File: src/rtl/core/hpid_pkg.sv
// hpid_pkg: shared widths, constants and register index codes of the heading pid controller
`timescale 1ns / 1ps

package hpid_pkg;

  localparam int unsigned ANGLE_W    = 32;
  localparam int unsigned GAIN_W     = 24;
  localparam int unsigned VEL_W      = 8;
  localparam int unsigned DT_W       = 16;
  localparam int unsigned CFG_IDX_W  = 3;
  localparam int unsigned CFG_DATA_W = 32;
  localparam int unsigned INTEG_W    = 48;

  // ms per second times q16 one, divisor of the integral increment
  localparam int unsigned      IDIV_W        = 26;
  localparam logic [IDIV_W-1:0] INT_SCALE_DEN = 26'd65536000;

  typedef enum logic [CFG_IDX_W-1:0] {
    CFG_TARGET_ANGLE = 3'd0,
    CFG_PROP_GAIN    = 3'd1,
    CFG_INT_GAIN     = 3'd2,
    CFG_DER_GAIN     = 3'd3,
    CFG_BASE_VEL     = 3'd4
  } cfg_idx_e;

endpackage

File: src/rtl/core/hpid_if.sv
// hpid_if: sample, result and configuration channel interfaces
`timescale 1ns / 1ps

interface hpid_smp_if;
  import hpid_pkg::*;
  logic                       valid;
  logic                       ready;
  logic signed [ANGLE_W-1:0]  measured_rotation;
  logic        [DT_W-1:0]     elapsed_ms;
  modport source (output valid, measured_rotation, elapsed_ms, input ready);
  modport sink   (input valid, measured_rotation, elapsed_ms, output ready);
endinterface

interface hpid_res_if;
  import hpid_pkg::*;
  logic                       valid;
  logic                       ready;
  logic signed [ANGLE_W-1:0]  correction;
  logic signed [VEL_W-1:0]    velocity_command;
  logic                       saturated;
  modport source (output valid, correction, velocity_command, saturated, input ready);
  modport sink   (input valid, correction, velocity_command, saturated, output ready);
endinterface

interface hpid_cfg_if;
  import hpid_pkg::*;
  logic                   valid;
  logic                   ready;
  logic [CFG_IDX_W-1:0]   idx;
  logic [CFG_DATA_W-1:0]  data;
  modport source (output valid, idx, data, input ready);
  modport sink   (input valid, idx, data, output ready);
endinterface

File: src/rtl/core/heading_pid_controller.sv
// heading_pid_controller: pid heading regulator with a variable time step
//
// Usage: samples (measured_rotation, elapsed_ms) arrive on smp_i, one result
// (correction, velocity_command, saturated) leaves on res_o per sample. The
// configuration channel cfg_i writes the target angle, the three Q8.16 gains
// and the forward drive percent; any write to a known register clears the
// integral and the previous error. A write to an unknown index is dropped.
// The arithmetic runs through one shift-add multiplier and one restoring
// divider, both retiring one bit per cycle. A sample passes in order through
// the P product, the kd*1000*delta product, the D quotient, the ki*dt and
// error*ki*dt products, the I quotient, then accumulation and saturation;
// when elapsed_ms is zero only the P product, accumulation and saturation
// run. One sample is in work at a time, so a new sample is taken only after
// the last one is through the datapath; smp_i is ready whenever the datapath
// is free, also while a finished result waits in the output register. If
// the receiver stalls, the next result waits in its last step until the
// output register empties. Reset clears all registers, the integral and the
// previous error to zero.
`timescale 1ns / 1ps

module heading_pid_controller (
  input  logic         clk_i,
  input  logic         rst_ni,
  hpid_smp_if.sink     smp_i,
  hpid_res_if.source   res_o,
  hpid_cfg_if.sink     cfg_i
);
  import hpid_pkg::*;

  typedef enum logic [3:0] {
    ST_IDLE,
    ST_MUL_P,
    ST_MUL_KD,
    ST_DIV_D,
    ST_MUL_KIDT,
    ST_MUL_I,
    ST_DIV_I,
    ST_INTEG,
    ST_SUM
  } state_e;

  localparam int unsigned ERR_W  = ANGLE_W + 1;   // error and magnitudes
  localparam int unsigned MHI_W  = ERR_W + 1;     // multiplier upper half
  localparam int unsigned MLO_W  = 40;            // multiplier lower half
  localparam int unsigned QSR_W  = 50;            // divider dividend/quotient
  localparam int unsigned P_W    = 41;
  localparam int unsigned D_W    = QSR_W + 1;
  localparam int unsigned INC_W  = 47;
  localparam int unsigned PD_W   = D_W + 1;
  localparam int unsigned SUM_W  = PD_W + 1;

  localparam logic [5:0] CNT_P    = 6'd23;
  localparam logic [5:0] CNT_KD   = 6'd32;
  localparam logic [5:0] CNT_DD   = 6'd49;
  localparam logic [5:0] CNT_KIDT = 6'd15;
  localparam logic [5:0] CNT_I    = 6'd39;
  localparam logic [5:0] CNT_DI   = 6'd45;

  localparam logic [ANGLE_W-1:0] CORR_MAX = 32'h7FFF_FFFF;
  localparam logic [ANGLE_W-1:0] CORR_MIN = 32'h8000_0000;
  localparam logic [INTEG_W-1:0] INTEG_MAX = 48'h7FFF_FFFF_FFFF;
  localparam logic [INTEG_W-1:0] INTEG_MIN = 48'h8000_0000_0000;

  state_e                state_q;
  logic [5:0]            cnt_q;

  logic [ANGLE_W-1:0]    target_q;
  logic [GAIN_W-1:0]     kp_q, ki_q, kd_q;
  logic [VEL_W-1:0]      base_vel_q;
  logic [INTEG_W-1:0]    integ_q;
  logic [ERR_W-1:0]      last_err_q;

  logic [DT_W-1:0]       dt_q;
  logic [ERR_W-1:0]      err_mag_q;
  logic [ERR_W-1:0]      de_mag_q;
  logic                  p_neg_q, d_neg_q, i_neg_q;

  logic [ERR_W-1:0]      mul_m_q;
  logic [MHI_W-1:0]      mul_hi_q, mul_hi_d, mul_sum;
  logic [MLO_W-1:0]      mul_lo_q, mul_lo_d;

  logic [IDIV_W-1:0]     div_q;
  logic [IDIV_W-1:0]     rem_q, rem_d;
  logic [QSR_W-1:0]      qsr_q, qsr_d;
  logic [IDIV_W:0]       div_trial, div_diff;
  logic                  div_ge;

  logic [P_W-1:0]        p_q;
  logic [D_W-1:0]        d_q;
  logic [PD_W-1:0]       pd_q;

  logic                  out_valid_q;
  logic [ANGLE_W-1:0]    corr_q;
  logic [VEL_W-1:0]      vel_q;
  logic                  sat_q;

  logic                  smp_acc, cfg_acc, cfg_known, out_free, last_step;
  logic [ERR_W-1:0]      err_w, err_mag_w, de_mag_w;
  logic [ERR_W:0]        de_w, de_abs_w;
  logic [GAIN_W-1:0]     kp_mag, ki_mag, kd_mag;
  logic [ERR_W:0]        kd1000_w;
  logic [P_W-2:0]        p_mag;
  logic [P_W-1:0]        p_val;
  logic [D_W-1:0]        d_val;
  logic [INC_W-1:0]      inc_val;
  logic [INTEG_W:0]      integ_sum;
  logic [INTEG_W-1:0]    integ_d;
  logic [PD_W-1:0]       pd_sum;
  logic [SUM_W-1:0]      corr_sum;
  logic                  corr_ovf;

  assign smp_acc   = smp_i.valid && smp_i.ready;
  assign cfg_acc   = cfg_i.valid && cfg_i.ready;
  assign out_free  = !out_valid_q || res_o.ready;
  assign last_step = (cnt_q == '0);

  assign smp_i.ready = (state_q == ST_IDLE);
  assign cfg_i.ready = 1'b1;

  assign res_o.valid            = out_valid_q;
  assign res_o.correction       = corr_q;
  assign res_o.velocity_command = vel_q;
  assign res_o.saturated        = sat_q;

  always_comb begin
    cfg_known = 1'b0;
    unique case (cfg_idx_e'(cfg_i.idx)) inside
      CFG_TARGET_ANGLE, CFG_PROP_GAIN, CFG_INT_GAIN, CFG_DER_GAIN, CFG_BASE_VEL:
        cfg_known = 1'b1;
      default: cfg_known = 1'b0;
    endcase
  end

  // error, error delta and operand magnitudes
  always_comb begin
    err_w     = {target_q[ANGLE_W-1], target_q}
              - {smp_i.measured_rotation[ANGLE_W-1], smp_i.measured_rotation};
    err_mag_w = err_w[ERR_W-1] ? (~err_w + 1'b1) : err_w;
    de_w      = {err_w[ERR_W-1], err_w} - {last_err_q[ERR_W-1], last_err_q};
    de_abs_w  = de_w[ERR_W] ? (~de_w + 1'b1) : de_w;
    de_mag_w  = de_abs_w[ERR_W-1:0];
    kp_mag    = kp_q[GAIN_W-1] ? (~kp_q + 1'b1) : kp_q;
    ki_mag    = ki_q[GAIN_W-1] ? (~ki_q + 1'b1) : ki_q;
    kd_mag    = kd_q[GAIN_W-1] ? (~kd_q + 1'b1) : kd_q;
    // x * 1000 = x * 1024 - x * 16 - x * 8
    kd1000_w  = ({10'd0, kd_mag} << 10) - ({10'd0, kd_mag} << 4)
              - ({10'd0, kd_mag} << 3);
  end

  // one shift-add multiplier step: lsb of the lower half selects the add
  always_comb begin
    mul_sum  = mul_hi_q + (mul_lo_q[0] ? {1'b0, mul_m_q} : '0);
    mul_hi_d = {1'b0, mul_sum[MHI_W-1:1]};
    mul_lo_d = {mul_sum[0], mul_lo_q[MLO_W-1:1]};
  end

  // one restoring divider step
  always_comb begin
    div_trial = {rem_q, qsr_q[QSR_W-1]};
    div_diff  = div_trial - {1'b0, div_q};
    div_ge    = (div_trial >= {1'b0, div_q});
    rem_d     = div_ge ? div_diff[IDIV_W-1:0] : div_trial[IDIV_W-1:0];
    qsr_d     = {qsr_q[QSR_W-2:0], div_ge};
  end

  // signed terms, integral update and final sum
  always_comb begin
    p_mag     = {mul_hi_d[31:0], mul_lo_d[MLO_W-1:32]};
    p_val     = p_neg_q ? (~{1'b0, p_mag} + 1'b1) : {1'b0, p_mag};
    d_val     = d_neg_q ? (~{1'b0, qsr_d} + 1'b1) : {1'b0, qsr_d};
    inc_val   = i_neg_q ? (~{1'b0, qsr_q[INC_W-2:0]} + 1'b1)
                        : {1'b0, qsr_q[INC_W-2:0]};
    integ_sum = {integ_q[INTEG_W-1], integ_q}
              + {{(INTEG_W + 1 - INC_W){inc_val[INC_W-1]}}, inc_val};
    if (integ_sum[INTEG_W] != integ_sum[INTEG_W-1]) begin
      integ_d = integ_sum[INTEG_W] ? INTEG_MIN : INTEG_MAX;
    end else begin
      integ_d = integ_sum[INTEG_W-1:0];
    end
    pd_sum    = {{(PD_W - P_W){p_q[P_W-1]}}, p_q} + {d_q[D_W-1], d_q};
    corr_sum  = {pd_q[PD_W-1], pd_q}
              + {{(SUM_W - INTEG_W){integ_q[INTEG_W-1]}}, integ_q};
    corr_ovf  = (corr_sum[SUM_W-1:ANGLE_W-1] != {(SUM_W - ANGLE_W + 1){corr_sum[ANGLE_W-1]}});
  end

  always_ff @(posedge clk_i or negedge rst_ni) begin
    if (!rst_ni) begin
      state_q     <= ST_IDLE;
      cnt_q       <= '0;
      target_q    <= '0;
      kp_q        <= '0;
      ki_q        <= '0;
      kd_q        <= '0;
      base_vel_q  <= '0;
      integ_q     <= '0;
      last_err_q  <= '0;
      dt_q        <= '0;
      err_mag_q   <= '0;
      de_mag_q    <= '0;
      p_neg_q     <= 1'b0;
      d_neg_q     <= 1'b0;
      i_neg_q     <= 1'b0;
      mul_m_q     <= '0;
      mul_hi_q    <= '0;
      mul_lo_q    <= '0;
      div_q       <= '0;
      rem_q       <= '0;
      qsr_q       <= '0;
      p_q         <= '0;
      d_q         <= '0;
      pd_q        <= '0;
      out_valid_q <= 1'b0;
      corr_q      <= '0;
      vel_q       <= '0;
      sat_q       <= 1'b0;
    end else begin
      if (res_o.ready) begin
        out_valid_q <= 1'b0;
      end

      unique case (state_q)
        ST_IDLE: begin
          if (smp_acc) begin
            dt_q       <= smp_i.elapsed_ms;
            err_mag_q  <= err_mag_w;
            de_mag_q   <= de_mag_w;
            p_neg_q    <= err_w[ERR_W-1] ^ kp_q[GAIN_W-1];
            i_neg_q    <= err_w[ERR_W-1] ^ ki_q[GAIN_W-1];
            d_neg_q    <= de_w[ERR_W] ^ kd_q[GAIN_W-1];
            last_err_q <= err_w;
            mul_m_q    <= err_mag_w;
            mul_hi_q   <= '0;
            mul_lo_q   <= {{(MLO_W - GAIN_W){1'b0}}, kp_mag};
            cnt_q      <= CNT_P;
            state_q    <= ST_MUL_P;
          end
        end
        ST_MUL_P: begin
          mul_hi_q <= mul_hi_d;
          mul_lo_q <= mul_lo_d;
          cnt_q    <= cnt_q - 1'b1;
          if (last_step) begin
            p_q <= p_val;
            if (dt_q == '0) begin
              // no elapsed time: no derivative and no integral increment
              d_q     <= '0;
              qsr_q   <= '0;
              state_q <= ST_INTEG;
            end else begin
              mul_m_q  <= de_mag_q;
              mul_hi_q <= '0;
              mul_lo_q <= {{(MLO_W - ERR_W){1'b0}}, kd1000_w[ERR_W-1:0]};
              cnt_q    <= CNT_KD;
              state_q  <= ST_MUL_KD;
            end
          end
        end
        ST_MUL_KD: begin
          mul_hi_q <= mul_hi_d;
          mul_lo_q <= mul_lo_d;
          cnt_q    <= cnt_q - 1'b1;
          if (last_step) begin
            // numerator already scaled down by the q16 one
            qsr_q   <= {mul_hi_d[ERR_W-1:0], mul_lo_d[MLO_W-1:23]};
            rem_q   <= '0;
            div_q   <= {{(IDIV_W - DT_W){1'b0}}, dt_q};
            cnt_q   <= CNT_DD;
            state_q <= ST_DIV_D;
          end
        end
        ST_DIV_D: begin
          rem_q <= rem_d;
          qsr_q <= qsr_d;
          cnt_q <= cnt_q - 1'b1;
          if (last_step) begin
            d_q      <= d_val;
            mul_m_q  <= {{(ERR_W - GAIN_W){1'b0}}, ki_mag};
            mul_hi_q <= '0;
            mul_lo_q <= {{(MLO_W - DT_W){1'b0}}, dt_q};
            cnt_q    <= CNT_KIDT;
            state_q  <= ST_MUL_KIDT;
          end
        end
        ST_MUL_KIDT: begin
          mul_hi_q <= mul_hi_d;
          mul_lo_q <= mul_lo_d;
          cnt_q    <= cnt_q - 1'b1;
          if (last_step) begin
            // ki * dt becomes the serial operand of the next product
            mul_m_q  <= err_mag_q;
            mul_hi_q <= '0;
            mul_lo_q <= {mul_hi_d[23:0], mul_lo_d[MLO_W-1:24]};
            cnt_q    <= CNT_I;
            state_q  <= ST_MUL_I;
          end
        end
        ST_MUL_I: begin
          mul_hi_q <= mul_hi_d;
          mul_lo_q <= mul_lo_d;
          cnt_q    <= cnt_q - 1'b1;
          if (last_step) begin
            // top bits stay below the divisor, so they seed the remainder
            rem_q   <= {1'b0, mul_hi_d[30:6]};
            qsr_q   <= {mul_hi_d[5:0], mul_lo_d, 4'd0};
            div_q   <= INT_SCALE_DEN;
            cnt_q   <= CNT_DI;
            state_q <= ST_DIV_I;
          end
        end
        ST_DIV_I: begin
          rem_q <= rem_d;
          qsr_q <= qsr_d;
          cnt_q <= cnt_q - 1'b1;
          if (last_step) begin
            state_q <= ST_INTEG;
          end
        end
        ST_INTEG: begin
          integ_q <= integ_d;
          pd_q    <= pd_sum;
          state_q <= ST_SUM;
        end
        ST_SUM: begin
          if (out_free) begin
            out_valid_q <= 1'b1;
            vel_q       <= base_vel_q;
            sat_q       <= corr_ovf;
            if (corr_ovf) begin
              corr_q <= corr_sum[SUM_W-1] ? CORR_MIN : CORR_MAX;
            end else begin
              corr_q <= corr_sum[ANGLE_W-1:0];
            end
            state_q <= ST_IDLE;
          end
        end
        default: state_q <= ST_IDLE;
      endcase

      // register writes start a new task
      if (cfg_acc && cfg_known) begin
        integ_q    <= '0;
        last_err_q <= '0;
        unique case (cfg_idx_e'(cfg_i.idx))
          CFG_TARGET_ANGLE: target_q   <= cfg_i.data[ANGLE_W-1:0];
          CFG_PROP_GAIN:    kp_q       <= cfg_i.data[GAIN_W-1:0];
          CFG_INT_GAIN:     ki_q       <= cfg_i.data[GAIN_W-1:0];
          CFG_DER_GAIN:     kd_q       <= cfg_i.data[GAIN_W-1:0];
          CFG_BASE_VEL:     base_vel_q <= cfg_i.data[VEL_W-1:0];
          default:          base_vel_q <= base_vel_q;
        endcase
      end
    end
  end

endmodule
File: src/flat_wrapper.sv
// flat-port wrapper written by rule: the top's interface ports become plain ports
module heading_pid_controller_flat import hpid_pkg::*;
  (clk_i, rst_ni, smp_i_valid, smp_i_measured_rotation, smp_i_elapsed_ms, smp_i_ready, res_o_valid, res_o_correction, res_o_velocity_command, res_o_saturated, res_o_ready, cfg_i_valid, cfg_i_idx, cfg_i_data, cfg_i_ready);
  hpid_smp_if smp_i_i ();
  hpid_res_if res_o_i ();
  hpid_cfg_if cfg_i_i ();
  input  logic clk_i;
  input  logic rst_ni;
  input wire logic [$bits(smp_i_i.valid)-1:0] smp_i_valid;
  input wire logic [$bits(smp_i_i.measured_rotation)-1:0] smp_i_measured_rotation;
  input wire logic [$bits(smp_i_i.elapsed_ms)-1:0] smp_i_elapsed_ms;
  output wire logic [$bits(smp_i_i.ready)-1:0] smp_i_ready;
  output wire logic [$bits(res_o_i.valid)-1:0] res_o_valid;
  output wire logic [$bits(res_o_i.correction)-1:0] res_o_correction;
  output wire logic [$bits(res_o_i.velocity_command)-1:0] res_o_velocity_command;
  output wire logic [$bits(res_o_i.saturated)-1:0] res_o_saturated;
  input wire logic [$bits(res_o_i.ready)-1:0] res_o_ready;
  input wire logic [$bits(cfg_i_i.valid)-1:0] cfg_i_valid;
  input wire logic [$bits(cfg_i_i.idx)-1:0] cfg_i_idx;
  input wire logic [$bits(cfg_i_i.data)-1:0] cfg_i_data;
  output wire logic [$bits(cfg_i_i.ready)-1:0] cfg_i_ready;
  assign smp_i_i.valid = smp_i_valid;
  assign smp_i_i.measured_rotation = smp_i_measured_rotation;
  assign smp_i_i.elapsed_ms = smp_i_elapsed_ms;
  assign smp_i_ready = smp_i_i.ready;
  assign res_o_valid = res_o_i.valid;
  assign res_o_correction = res_o_i.correction;
  assign res_o_velocity_command = res_o_i.velocity_command;
  assign res_o_saturated = res_o_i.saturated;
  assign res_o_i.ready = res_o_ready;
  assign cfg_i_i.valid = cfg_i_valid;
  assign cfg_i_i.idx = cfg_i_idx;
  assign cfg_i_i.data = cfg_i_data;
  assign cfg_i_ready = cfg_i_i.ready;
  heading_pid_controller u_core (.clk_i(clk_i), .rst_ni(rst_ni), .smp_i(smp_i_i), .res_o(res_o_i), .cfg_i(cfg_i_i));
endmodule
File: config.mk
export PLATFORM = sky130hd
export DESIGN_NAME = heading_pid_controller_flat
export DESIGN_NICKNAME = d
export VERILOG_FILES = /design/src/rtl/core/hpid_pkg.sv /design/src/rtl/core/hpid_if.sv /design/src/rtl/core/heading_pid_controller.sv /design/src/flat_wrapper.sv
export SDC_FILE = /design/constraint.sdc
export NUM_CORES = 2
export LEC_CHECK = 0
export BUFFER_PORTS_ARGS = -buffer_cell sky130_fd_sc_hd__buf_4
export CAP_MARGIN = 15
export CORE_MARGIN = 1
export CORE_UTILIZATION = 60
export DETAILED_ROUTE_END_ITERATION = 10
export PLACE_DENSITY = 0.87
export SYNTH_ARGS = -nofsm -noshare
export SYNTH_HDL_FRONTEND = slang
export SYNTH_SLANG_ARGS = --single-unit
File: constraint.sdc
create_clock -name clk_i -period 9.3 [get_ports clk_i]
set_clock_uncertainty 0.2 [all_clocks]
set_input_delay 0.93 -clock clk_i [delete_from_list [all_inputs] [get_ports clk_i]]
set_output_delay 0.93 -clock clk_i [all_outputs]
set_load 0.05 [all_outputs]
==> impl_metrics.yaml <==
run_status:
  status: "complete, but fails checks"
  violations: "DRC"
power_and_ir_drop:
  p_sw_frac: 0.514
  switching_power_uw: 12300
  p_int_uw: 11700
  power_frac_clock: 0.134
  combPwrFrac: 0.649
  vdd_drop_max_mv: 0.348
  p_per_area_nw_per_um2: 436
  p_seq_frac: 0.217
  p_leak_uw: 0.0252
floorplanning:
  fp.dieW_um: 292
  initial_core_util: 0.611
  core-area_um2: 82600
  ioPinCount: 132
  die_area_um2: 85300
  die_y_um: 292
  fp-row-count: 105
worst_setup_path:
  crit_path_frequent_cell: "o21ai_0"
  critPathMaxStageDelay_ps: 570
  crit_fanout: 44
  worstSetupPathType: "reg -> reg"
  cp.required_ps: 9630
  end_kind: "register"
  ff2ff_setup_slack_ps: 1870
  path_cells: "inv_1, ha_1, or3b_2, or3_1, or4_1, or4_4, nor3_2, nand2_1, or3_4, or4_4, o21ai_0, xnor2_1, ha_1, o21ai_0, nor2b_1, a21boi_0, a31oi_1, a21oi_1, or3b_2, a41oi_1, xnor2_2, buf_4, nor2_1, o21ai_0"
  cpMaxStageDelayCell: "or4_1"
  cp.arrival_ps: 7760
  worstSetupStartpointType: "register"
yosys:
  synth_cell_types: 87
  yosys_most_used_dff: "dfrtp_1"
  synth_fa_ha_area_frac: 0.0883
  synth-compound-area-share: 0.243
  synth_nets: 6468
  yosys.area.top_type_share: 0.334
  muxShareOfSynthArea: 0.0317
  synth-xor-area-share: 0.0851
  synth-seq-area-share: 0.334
  synth-seq-cells: 673
  ys.warnings.count: 0
  synth_top_family_by_area: "compound AO/OA/AOI/OAI gates"
  postSynthCellCount: 6039
  synth_area_leaders: "dfrtp_1 33%, ha_1 7.9%, o21ai_0 6.5%, nand2_1 6.4%, xnor2_1 4.8%"
  async_reset_ff_frac: 1.00
  synth_edf_count: 0
  yosys.area_share.simple: 0.175
  netlist_area_um2: 50500
  yosys.area.top_type: "dfrtp_1"
  avgSynthCellArea_um2: 8.36
layout:
  multi_input_area_um2: 31600
  finalNetCount: 6431
  final_util: 0.667
  final_cell_mix: "863 x nand2_1, 673 x dfrtp_1, 653 x o21ai_0, 379 x a21oi_1, 363 x nor2_1"
  nFillCells: 6670
  seqCellArea_um2: 16800
  layout_commonest_cell: "nand2_1"
  area_growth_pct: 9.23
  layout-drive-gt1-share: 0.0917
  insertedDiodeCount: 0
clock_network:
  cts_tree: "done"
  ctsResizeCount: 0
  cts-buffers-inserted: 77
  cts_root_buf: "clkbuf_16"
  clock_path_buffers: 3
  ctsHoldBuffers: 0
  clkLatencyLatePin_ps: 660
  clk_pin_slew_ps: 60
  cts_max_level: 3
  post_cts_buffers: 0
  cts_sinks: 673
timing:
  final_hold_viol_count: 0
  fmax_mhz: 135
  grt_setup_unrepaired: "no"
  setup_tns_ps: 0
  tightest_slew_ps: 1210
  maxSlewHeadroom: 0.185
  setup_viol_count_final: 0
  drv_slew: 0
  fin_crit_sh: 0.798
  post-route-min-period_ps: 7430
drt:
  vias_per_cell: 6.58
  dr_wl_met2_um: 73600
  post-route-drc-count: 2
  wl_met3_um: 13000
  ant_nets: 0
  drt_first_pass_iters: 11
  wl_per_cell_um: 22.4
  top_layer_used: "met4"
  routed_wl_um: 160000
  wl_met1_um: 60900
  num_vias: 46953
  drt-initial-drc-count: 5767
global_routing:
  antenna_found_initial: 2
  grt_pass1_vias: 45243
  grt_max_degree: 163
  grt_use_total: 0.368
  grt_overflow: 0
  grt_pass1_wl_um: 249000
place:
  dp_hpwl_um: 119000
  place.gp.congestion: 1.01
  io_buffers: 130
hold_path:
  min-delay-path-class: "in -> async"
flow_run:
  cap_violations: 0
-- flip-flops by register name, summed over array words and instances, names as in the netlist, 26 cells and up --
| name | count |
|---|---|
| u_core.qsr_q | 50 |
| u_core.last_err_q | 33 |
| u_core.integ_q | 48 |
| u_core.p_q | 41 |
| u_core.err_mag_q | 33 |
| u_core.res_o.correction | 32 |
| u_core.mul_m_q | 33 |
| u_core.pd_q | 52 |
| u_core.d_q | 51 |
| u_core.de_mag_q | 33 |
| u_core.target_q | 32 |
| u_core.rem_q | 26 |
| u_core.mul_hi_q | 33 |
| u_core.mul_lo_q | 40 |
-- through the flow --
stage | worst slack, ps | hold slack (ps) | power, uW | cells | cell area, um^2
global route | 1440 | 153 | 25500 | 7135 | 55100
global placement | 1870 | 242 | 19900 | 6986 | 52300
floorplan | 2670 | 235 | 15900 | 6039 | 50500
finish | 1870 | 105 | 24000 | 7135 | 55100
detailed placement | 1730 | 248 | 20200 | 6986 | 52300
CTS | 1930 | 108 | 23600 | 7128 | 55000
-- final timing paths --
path | depth (start not counted) | startpoint | to
setup / recovery | 24 | u_core.qsr_q[0] | u_core.integ_q[42]
hold / removal | 1 | rst_ni | u_core.res_o.correction[4]
setup reg to reg | 24 | u_core.qsr_q[0] | u_core.integ_q[42]
hold reg to reg | 2 | u_core.base_vel_q[3] | u_core.res_o.velocity_command[3]
max in group asynchronous | 3 | rst_ni | u_core.cnt_q[1]
min in group clk_i | 2 | u_core.base_vel_q[3] | u_core.res_o.velocity_command[3]
-- layer usage --
metal / vias up / track usage
li1: 21677 / -
met1: 22323 / 0.452
met2: 2320 / 0.602
met3: 633 / 0.0521
met4: 0 / 0.250
met5: - / 0
-- Yosys cell counts (98+ instances only) --
cell type	number
nand2_1	865
mux2_2	126
clkbuf_1	312
dfrtp_1	673
o21ai_0	653
ha_1	317
nor2_1	372
xnor2_1	279
a21o_1	153
a21oi_1	379
nor3_1	98
xor2_1	211
inv_1	242
-- layout make-up --
type / count / share of cell area
Clock buffer: 107 / 0.0401
Sequential cell: 673 / 0.306
Multi-Input combinational cell: 4788 / 0.573
Inverter: 244 / 0.0166
Clock inverter: 35 / 0.00851
Timing Repair Buffer: 218 / 0.0316
Tap cell: 1070 / 0.0243
-- cells by family after synthesis --
family                   Yosys count
AO/OA/AOI/OAI                   1897
XOR/XNOR                         490
adder cells (fa/ha/maj)          342
buffers and inverters            578
flip-flops                       673
multiplexers                     144
other                              1
AND/OR/NAND/NOR                 1914
-- critical path: cells and delay by family, from the launching register on --
family / cells / cell delay [ps]
AOI/OAI and AO/OA: 7 / 1460
xor gates and xnor gates: 2 / 250
adders and majority gates: 2 / 560
buffers and inverters: 2 / 540
DFF: 1 / 440
and+or+nand+nor: 11 / 3850
-- power groups by stage --
stage	logic [uW]	registers [uW]	clock network (uW)
after global routing	16900	5280	3350
after detailed placement	15100	5180	0
after floorplan	11000	4880	0
final	15600	5210	3210
after CTS	15200	5140	3230
after global placement	14800	5120	0
No activity file was read; power rests on OpenSTA's default activity.
